`config.mk`:
```
export PLATFORM = sky130hd
export DESIGN_NAME = haplotype_variant_applier
export DESIGN_NICKNAME = d
export VERILOG_FILES = /design/src/rtl/hva_pkg.sv /design/src/rtl/hva_core.sv /design/src/rtl/hva_outq.sv /design/src/rtl/haplotype_variant_applier.sv
export SDC_FILE = /design/constraint.sdc
export NUM_CORES = 1
export LEC_CHECK = 0
export BUFFER_PORTS_ARGS = -buffer_cell sky130_fd_sc_hd__buf_2
export CORE_ASPECT_RATIO = 1.2
export CORE_MARGIN = 5
export CORE_UTILIZATION = 30
export DETAILED_ROUTE_END_ITERATION = 10
export PLACE_DENSITY = 0.53
export SYNTH_ARGS = -nofsm -noshare
export SYNTH_HDL_FRONTEND = slang
export SYNTH_SLANG_ARGS = --single-unit
```
`constraint.sdc`:
```
create_clock -name clock -period 10.93 [get_ports clock]
set_clock_uncertainty 0.15 [all_clocks]
set_input_delay 0 -clock clock [delete_from_list [all_inputs] [get_ports clock]]
set_output_delay 0 -clock clock [all_outputs]
set_load 0.05 [all_outputs]
```
`src/rtl/hva_pkg.sv`:
```
// ----------------------------------------------------------------------------
// hva_pkg
// Types and constants shared by the haplotype variant applier modules.
// ----------------------------------------------------------------------------
`timescale 1ns / 1ps

package hva_pkg;

   localparam int COUNT_BITS_DEFAULT = 32;
   localparam int LEN_BITS           = 32;
   localparam int CSR_ADDR_BITS      = 3;
   localparam int CSR_DATA_BITS      = 32;

   localparam logic [7:0] WRAP_WIDTH_RESET = 8'd70;
   localparam logic [7:0] NEWLINE_SYM      = 8'd10;

   // register index 0: symbols per output line
   localparam logic CSR_IDX_WRAP_WIDTH = 1'b0;

   // result queue
   localparam int OUTQ_DEPTH = 4;
   localparam int OUTQ_PTR_BITS = $clog2(OUTQ_DEPTH);
   localparam int OUTQ_CNT_BITS = $clog2(OUTQ_DEPTH + 1);

   typedef enum logic [1:0] {
      KIND_REF = 2'd0,
      KIND_SNP = 2'd1,
      KIND_HDR = 2'd2,
      KIND_INS = 2'd3
   } hva_kind_type;

   typedef struct packed {
      hva_kind_type         kind;
      logic [7:0]           base;
      logic [7:0]           alt_base;
      logic                 present;
      logic                 same_pos;
      logic [LEN_BITS-1:0]  del_len;
      logic [LEN_BITS-1:0]  ins_len;
      logic                 double_ins;
      logic                 is_insertion;
      logic                 clear_ins;
      logic                 char_last;
   } hva_req_type;

   typedef struct packed {
      logic [7:0] symbol;
      logic       last;
   } hva_rsp_type;

   // up to two result beats produced by one item
   typedef struct packed {
      logic        push0;
      logic        push1;
      hva_rsp_type beat0;
      hva_rsp_type beat1;
   } hva_push_type;

endpackage

```
`src/rtl/hva_core.sv`:
```
// ----------------------------------------------------------------------------
// hva_core
// Per-item state update: deletion and insertion counters, line counter.
// ----------------------------------------------------------------------------
`timescale 1ns / 1ps

module hva_core #(
   parameter int COUNT_BITS = hva_pkg::COUNT_BITS_DEFAULT
) (
   input  logic                 clock,
   input  logic                 reset,
   input  logic                 go,
   input  hva_pkg::hva_req_type item,
   input  logic [7:0]           wrap_width,
   output hva_pkg::hva_push_type push
);
   import hva_pkg::*;

   localparam logic [63:0] CntMax = 64'({COUNT_BITS{1'b1}});

   logic [COUNT_BITS-1:0] delete_count_ff, delete_count_in;
   logic [COUNT_BITS-1:0] insert_skip_ff, insert_skip_in;
   logic [COUNT_BITS-1:0] saved_insert_ff, saved_insert_in;
   logic [COUNT_BITS-1:0] pending_len_ff, pending_len_in;
   logic                  overlap_ff, overlap_in;
   logic [7:0]            line_count_ff, line_count_in;

   logic [63:0]           del_wide, ins_wide;
   logic [COUNT_BITS-1:0] del_sat, ins_sat;
   logic                  use_ref;
   logic [7:0]            ref_sym;
   logic                  emit;
   logic [7:0]            sym;
   logic [7:0]            line_inc;
   logic                  newline;

   // saturate loaded lengths to the counter width
   assign del_wide = 64'(item.del_len);
   assign ins_wide = 64'(item.ins_len);
   assign del_sat  = (del_wide > CntMax) ? COUNT_BITS'(CntMax) : COUNT_BITS'(del_wide);
   assign ins_sat  = (ins_wide > CntMax) ? COUNT_BITS'(CntMax) : COUNT_BITS'(ins_wide);

   always_comb begin
      delete_count_in = delete_count_ff;
      insert_skip_in  = insert_skip_ff;
      saved_insert_in = saved_insert_ff;
      pending_len_in  = pending_len_ff;
      overlap_in      = overlap_ff;
      use_ref         = 1'b0;
      ref_sym         = item.base;
      emit            = 1'b0;
      sym             = item.base;

      case (item.kind)
         KIND_REF: begin
            use_ref = 1'b1;
         end
         KIND_SNP: begin
            use_ref = 1'b1;
            ref_sym = item.present ? item.alt_base : item.base;
         end
         KIND_HDR: begin
            use_ref = !item.same_pos;
         end
         default: begin
            use_ref = 1'b0;
         end
      endcase

      if (use_ref) begin
         if (delete_count_ff != '0) begin
            delete_count_in = delete_count_ff - 1'b1;
         end else begin
            emit = 1'b1;
            sym  = ref_sym;
         end
      end

      if (item.kind == KIND_HDR) begin
         if (item.present) begin
            if (del_sat > delete_count_in) begin
               delete_count_in = del_sat;
            end
            if (item.is_insertion) begin
               overlap_in      = item.double_ins;
               saved_insert_in = item.double_ins ? insert_skip_ff : '0;
               pending_len_in  = ins_sat;
               // empty insertion: no character follows, close it now
               if (ins_sat == '0) begin
                  insert_skip_in = saved_insert_in;
               end
            end
         end else if (item.clear_ins) begin
            insert_skip_in = '0;
         end
      end

      if (item.kind == KIND_INS) begin
         if (overlap_ff && (insert_skip_ff != '0)) begin
            insert_skip_in = insert_skip_ff - 1'b1;
         end else begin
            emit = 1'b1;
            sym  = item.base;
         end
         if (item.char_last) begin
            insert_skip_in = (pending_len_ff > saved_insert_ff) ? pending_len_ff
                                                                : saved_insert_ff;
         end
      end
   end

   // line wrap
   assign line_inc      = line_count_ff + 8'd1;
   assign newline       = emit && (line_inc >= wrap_width);
   assign line_count_in = emit ? (newline ? 8'd0 : line_inc) : line_count_ff;

   always_comb begin
      push.push0        = go && emit;
      push.push1        = go && newline;
      push.beat0.symbol = sym;
      push.beat0.last   = !newline;
      push.beat1.symbol = NEWLINE_SYM;
      push.beat1.last   = 1'b1;
   end

   always_ff @(posedge clock) begin
      if (reset) begin
         delete_count_ff <= '0;
         insert_skip_ff  <= '0;
         saved_insert_ff <= '0;
         pending_len_ff  <= '0;
         overlap_ff      <= 1'b0;
         line_count_ff   <= '0;
      end else if (go) begin
         delete_count_ff <= delete_count_in;
         insert_skip_ff  <= insert_skip_in;
         saved_insert_ff <= saved_insert_in;
         pending_len_ff  <= pending_len_in;
         overlap_ff      <= overlap_in;
         line_count_ff   <= line_count_in;
      end
   end

endmodule

```
`src/rtl/hva_outq.sv`:
```
// ----------------------------------------------------------------------------
// hva_outq
// Small result queue: takes up to two beats per cycle, hands out one unless stalled.
// ----------------------------------------------------------------------------
`timescale 1ns / 1ps

module hva_outq (
   input  logic                  clock,
   input  logic                  reset,
   input  hva_pkg::hva_push_type push,
   output logic                  room,
   output logic                  rsp_valid,
   input  logic                  rsp_stall,
   output hva_pkg::hva_rsp_type  rsp_payload
);
   import hva_pkg::*;

   hva_rsp_type               entry_ff [OUTQ_DEPTH];
   logic [OUTQ_PTR_BITS-1:0]  wr_ptr_ff, wr_ptr_in;
   logic [OUTQ_PTR_BITS-1:0]  rd_ptr_ff, rd_ptr_in;
   logic [OUTQ_CNT_BITS-1:0]  count_ff, count_in;
   logic                      pop;
   logic [OUTQ_PTR_BITS-1:0]  wr_ptr_next;
   logic [1:0]                n_push;

   assign pop         = (count_ff != '0) && !rsp_stall;
   assign wr_ptr_next = wr_ptr_ff + 1'b1;
   assign n_push      = {1'b0, push.push0} + {1'b0, push.push1};
   // room for a full pair of beats
   assign room        = count_ff <= OUTQ_CNT_BITS'(OUTQ_DEPTH - 2);

   assign rsp_valid   = count_ff != '0;
   assign rsp_payload = entry_ff[rd_ptr_ff];

   assign wr_ptr_in = wr_ptr_ff + OUTQ_PTR_BITS'(n_push);
   assign rd_ptr_in = rd_ptr_ff + OUTQ_PTR_BITS'(pop);
   assign count_in  = count_ff + OUTQ_CNT_BITS'(n_push) - OUTQ_CNT_BITS'(pop);

   always_ff @(posedge clock) begin
      if (push.push0) begin
         entry_ff[wr_ptr_ff] <= push.beat0;
      end
      if (push.push1) begin
         entry_ff[wr_ptr_next] <= push.beat1;
      end
   end

   always_ff @(posedge clock) begin
      if (reset) begin
         wr_ptr_ff <= '0;
         rd_ptr_ff <= '0;
         count_ff  <= '0;
      end else begin
         wr_ptr_ff <= wr_ptr_in;
         rd_ptr_ff <= rd_ptr_in;
         count_ff  <= count_in;
      end
   end

endmodule

```
`src/rtl/haplotype_variant_applier.sv`:
```
// ----------------------------------------------------------------------------
// haplotype_variant_applier
// Rebuilds one haplotype's sequence from reference bases and variant events.
// ----------------------------------------------------------------------------
// Path: input register, then result queue. Throughput: one item per cycle while the
//   queue has room for a pair of beats; an item that ends a line yields two beats
//   (symbol, newline), so the rsp side sets the sustained rate at one beat/cycle.
// Reset: synchronous, active high; clears all counters, empties the result
//   queue and loads the line wrap width with 70. No clearing pass is needed.
`timescale 1ns / 1ps

module haplotype_variant_applier #(
   parameter int COUNT_BITS = hva_pkg::COUNT_BITS_DEFAULT
) (
   input  logic                               clock,
   input  logic                               reset,
   // item channel
   input  logic                               req_valid,
   output logic                               req_stall,
   input  hva_pkg::hva_req_type               req_payload,
   // result channel
   output logic                               rsp_valid,
   input  logic                               rsp_stall,
   output hva_pkg::hva_rsp_type               rsp_payload,
   // register port
   input  logic                               csr_psel,
   input  logic                               csr_penable,
   input  logic                               csr_pwrite,
   input  logic [hva_pkg::CSR_ADDR_BITS-1:0]  csr_paddr,
   input  logic [hva_pkg::CSR_DATA_BITS-1:0]  csr_pwdata,
   output logic [hva_pkg::CSR_DATA_BITS-1:0]  csr_prdata,
   output logic                               csr_pready
);
   import hva_pkg::*;

   // Input register: holds one beat ahead of the core. It drains into the
   // core whenever the result queue can absorb a worst-case pair of beats,
   // so a new beat lands in the same cycle the old one moves on.
   logic        in_valid_ff, in_valid_in;
   hva_req_type in_item_ff;
   logic        room;
   logic        go;

   // line wrap width register
   logic [7:0]  wrap_width_ff, wrap_width_in;
   logic        csr_wr;
   logic        csr_hit;

   hva_push_type push;

   assign go          = in_valid_ff && room;
   assign req_stall   = in_valid_ff && !room;
   assign in_valid_in = req_stall ? in_valid_ff : req_valid;

   always_ff @(posedge clock) begin
      if (reset) begin
         in_valid_ff <= 1'b0;
      end else begin
         in_valid_ff <= in_valid_in;
      end
   end

   always_ff @(posedge clock) begin
      if (!req_stall && req_valid) begin
         in_item_ff <= req_payload;
      end
   end

   // Register port: one register at word 0; pready tied high.
   assign csr_pready    = 1'b1;
   assign csr_hit       = csr_paddr[2] == CSR_IDX_WRAP_WIDTH;
   assign csr_wr        = csr_psel && csr_penable && csr_pwrite && csr_pready;
   assign wrap_width_in = (csr_wr && csr_hit) ? csr_pwdata[7:0] : wrap_width_ff;
   assign csr_prdata    = csr_hit ? CSR_DATA_BITS'(wrap_width_ff) : '0;

   always_ff @(posedge clock) begin
      if (reset) begin
         wrap_width_ff <= WRAP_WIDTH_RESET;
      end else begin
         wrap_width_ff <= wrap_width_in;
      end
   end

   // Counter state and the per-item decision.
   hva_core #(
      .COUNT_BITS (COUNT_BITS)
   ) u_core (
      .clock      (clock),
      .reset      (reset),
      .go         (go),
      .item       (in_item_ff),
      .wrap_width (wrap_width_ff),
      .push       (push)
   );

   // Result queue decouples the pair of beats from the rsp handshake.
   hva_outq u_outq (
      .clock       (clock),
      .reset       (reset),
      .push        (push),
      .room        (room),
      .rsp_valid   (rsp_valid),
      .rsp_stall   (rsp_stall),
      .rsp_payload (rsp_payload)
   );

endmodule

```
==> key figures <==
Global routing
  – Overall global routing resource usage: 15.4%
  – First-pass GRT wire length: 67300 µm
  – GRT overflow: 0
  – Largest net degree at the start of global routing: 71
  – Vias in the first global route: 12.8k
  – Initial antenna violation count: 0

Timing
  – Setup_tns: 0 ps
  – Final hold vios: 0
  – Worst Tran Pin Value: 1090 ps
  – Slew HR: 26.1%
  – Post-layout min period: 5590 ps
  – Unrepaired setup endpoints after global routing: false
  – # setup viols final: 0
  – Final period utilization: 51.1%
  – Final setup margin: 5340 ps
  – Max Slew Vio Count: 0
  – F_max: 0.179 GHz

Final layout
  – Fin nets: 2020
  – Layout cell share with drive strength beyond 1: 13.4%
  – Ant diodes: 0
  – Post-route cell area: 0.0183 mm²
  – Area growth from synthesis to layout: 24.0%

Synth
  – Sequential area share after synthesis: 43.4%
  – Synth async-reset ratio: 0%
  – Yosys reg bits: 277
  – Area contributors post-synth: dfxtp_1 26%, edfxtp_1 18%, ha_1 6.9%
  – Post-synth EDFFs: 88
  – Cell Area, Synth: 0.0148 mm²
  – Yosys warnings: 0
  – Synth top area share: 25.6%
  – Top FF cell, synth: dfxtp_1
  – Avg Cell Area, Syn: 9.26 µm²
  – Netlist cell types: 83
  – Leading area contributor after synthesis: dfxtp_1
  – Cells after synthesis: 1598

Worst hold path
  – Min-delay src: req_payload[11]
  – Hold Path End: in_item_ff[11]
  – Hold path cells: 2
  – Worst Hold Class: in2reg

Detailed routing
  – Routed wire length: 42300 µm
  – DRT iter0 DRCs: 720
  – Routed length per instance: 17.1 µm
  – Vias per cell: 5.18
  – DR top layer: met4
  – M1 WL: 17600 µm
  – Metal2 WL: 21600 µm
  – Post-DRT Antenna Nets: 0
  – Routed wl met3: 1750 µm
  – Pre-antenna DRT Iters: 5
  – # DRC: 0
  – Vias: 12.8k

CTS
  – Root Buffer: clkbuf_16
  – Insertion delay to the later sink of the worst-skew pair: 530 ps
  – CTS Buffer Depth: 3
  – Clock tree sinks: 277
  – CTS resizes: 0
  – H-tree depth: 2
  – CTS tree: built
  – Cts bufs inserted: 35
  – Reg clk slew, reported paths: 50 ps

Die
  – Std cell rows: 89
  – Initial core utilization: 30.2%
  – Die area: 0.0539 mm²
  – Die X: 213 µm
  – Die Span Y: 253 µm
  – Core area: 0.0490 mm²
  – Top Ports: 174

Setup path
  – Worst reg2reg endpoint: u_core.delete_count_ff[21]
  – Worst Reg-to-Reg Cells: 15
  – Nature of the critical path endpoint: flop
  – Worst EP arrival: 5840 ps
  – Crit Path Class: reg2reg
  – Worst Setup Start Kind: flop
  – CP Max Fanout: 22
  – R2R setup slack: 5340 ps
  – WP data required: 11180 ps
  – Reg-to-Reg Start: u_core.delete_count_ff[3]

Power
  – Leakage power: 0.00702 µW
  – Max IR drop VDD: 0.137 mV
  – Power Dens Cells: 219 mW/mm²

Run status
  – Outcome: finished clean

Place
  – Setup slack at placement: 5380 ps
  – Gp weighted congestion: 0.820
  – PortBufs: 122
  – HPWL Detailed: 28300 µm
  – Placed cell areas: 0.0158 mm²

Flow run
  – Max Cap Viol: 0
-- registers in the layout, indices dropped and copies added, names as in the netlist --
signal and count:
u_core.pending_len_ff 32, u_outq.rd_ptr_ff 2, u_outq.wr_ptr_ff 2, u_core.delete_count_ff 32, u_core.overlap_ff 1, u_outq.count_ff 3
in_valid_ff 1, in_item_ff 88, wrap_width_ff 8, u_outq.entry_ff 36, u_core.insert_skip_ff 32, u_core.saved_insert_ff 32
u_core.line_count_ff 8
-- per-stage QoR --
step	hold WS [ps]	utilization, %	std cells	power (µW)
after floorplan	-51.1	-	1621	2510
after global placement	26.6	32.3	2266	2850
after detailed placement	28.1	32.3	2266	2880
after CTS	0.231	37.4	2470	4070
after global routing	10.7	37.4	2470	4310
final	28.8	37.4	2470	4010
-- synthesized netlist by cell type, types with 4 or more instances --
| library cell | n |
|---|---|
| and3_1 | 6 |
| ha_1 | 82 |
| a21o_1 | 19 |
| a211o_1 | 10 |
| mux4_2 | 9 |
| a31oi_1 | 4 |
| o311ai_0 | 9 |
| dfxtp_1 | 189 |
| clkbuf_1 | 79 |
| o211ai_1 | 7 |
| nor2_1 | 95 |
| mux2i_1 | 49 |
| o32ai_1 | 4 |
| nand2_1 | 184 |
| buf_4 | 32 |
| xnor2_1 | 22 |
| o21ai_0 | 57 |
| mux2_2 | 15 |
| edfxtp_1 | 88 |
| or4_4 | 5 |
| or4_1 | 9 |
| or3_1 | 19 |
| nor3_1 | 31 |
| nand4_1 | 32 |
| o221ai_1 | 17 |
| a21oi_1 | 121 |
| xor2_1 | 26 |
| o21a_1 | 4 |
| o31ai_1 | 7 |
| nor2b_1 | 18 |
| o32a_1 | 4 |
| nand3_1 | 82 |
| buf_2 | 6 |
| inv_1 | 64 |
| a31o_2 | 4 |
| nand2b_1 | 11 |
| or2_2 | 5 |
| a211oi_1 | 50 |
| nor4_1 | 39 |
| buf_1 | 9 |
-- cells in the final DEF (no fill, tap or decap), drive strengths merged, types with 26 or more instances in the layout --
| cell | instances |
|---|---|
| a211oi | 51 |
| a21oi | 122 |
| buf | 137 |
| clkbuf | 47 |
| dfxtp | 189 |
| dlygate4sd3 | 141 |
| edfxtp | 88 |
| ha | 82 |
| inv | 67 |
| mux2i | 49 |
| nand2 | 184 |
| nand3 | 82 |
| nand4 | 32 |
| nor2 | 96 |
| nor3 | 33 |
| nor4 | 42 |
| o21ai | 61 |
| xor2 | 26 |
-- layout make-up --
type	instances	area (µm²)
multi-input combinational	1150	7630
inverter	65	244
clock inverter	16	108
clock buffer	47	1000
timing repair buffer	278	2140
tap	637	797
fill	4929	30600
sequential	277	6430
-- what timing repair did --
| action | CTS | global route |
|---|---|---|
| hold buffers | 141 | 0 |
| hold endpoints to repair | 125 | 0 |
| setup buffers | 0 | 0 |
-- worst max path at each step --
stage / from / cells past startpoint / slack (ps) / to
global placement: u_core.delete_count_ff[3] / 15 / 5430 / u_core.delete_count_ff[13]
CTS: u_core.delete_count_ff[3] / 15 / 5340 / u_core.delete_count_ff[13]
finish: u_core.delete_count_ff[3] / 15 / 5340 / u_core.delete_count_ff[21]
floorplan: u_outq.count_ff[1] / 3 / 5550 / in_item_ff[0]
global route: u_core.delete_count_ff[3] / 15 / 4870 / u_core.delete_count_ff[21]
detailed placement: u_core.delete_count_ff[3] / 15 / 5380 / u_core.delete_count_ff[5]
-- power by group --
| part | internal, µW | switching (µW) | total, µW |
|---|---|---|---|
| Sequential | 1200 | 128 | 1320 |
| Clock | 670 | 452 | 1120 |
| Combinational | 636 | 934 | 1570 |
-- metal layers --
metal  global-route usage (%)  up-vias
met5                        0        -
met2                     27.8      309
met1                     18.5     6147
met4                     5.25        0
li1                         -     6249
met3                     2.45       79
-- critical path, cell delays in order (launching register included) --
cell and delay [ps]:
dfxtp_1 360, or4_4 590, or4_1 550, nor3b_1 300
nand2_1 240, or3_1 380, xor2_1 170, ha_1 300
nand4_1 100, nor4_1 290, nand4_1 240, or3_1 450
a21oi_1 270, o31a_1 740, nand4_1 170, o311ai_0 150
-- cell families after synthesis --
kind of cell | synth area share [%]
flip-flops | 43.4
other | 0.0508
AO/OA/AOI/OAI | 15.8
XOR/XNOR | 2.84
buffers and inverters | 5.94
multiplexers | 5.83
adder cells (fa/ha/maj) | 7.07
AND/OR/NAND/NOR | 19.1
Note: power is estimated with default switching activity, not from simulation.
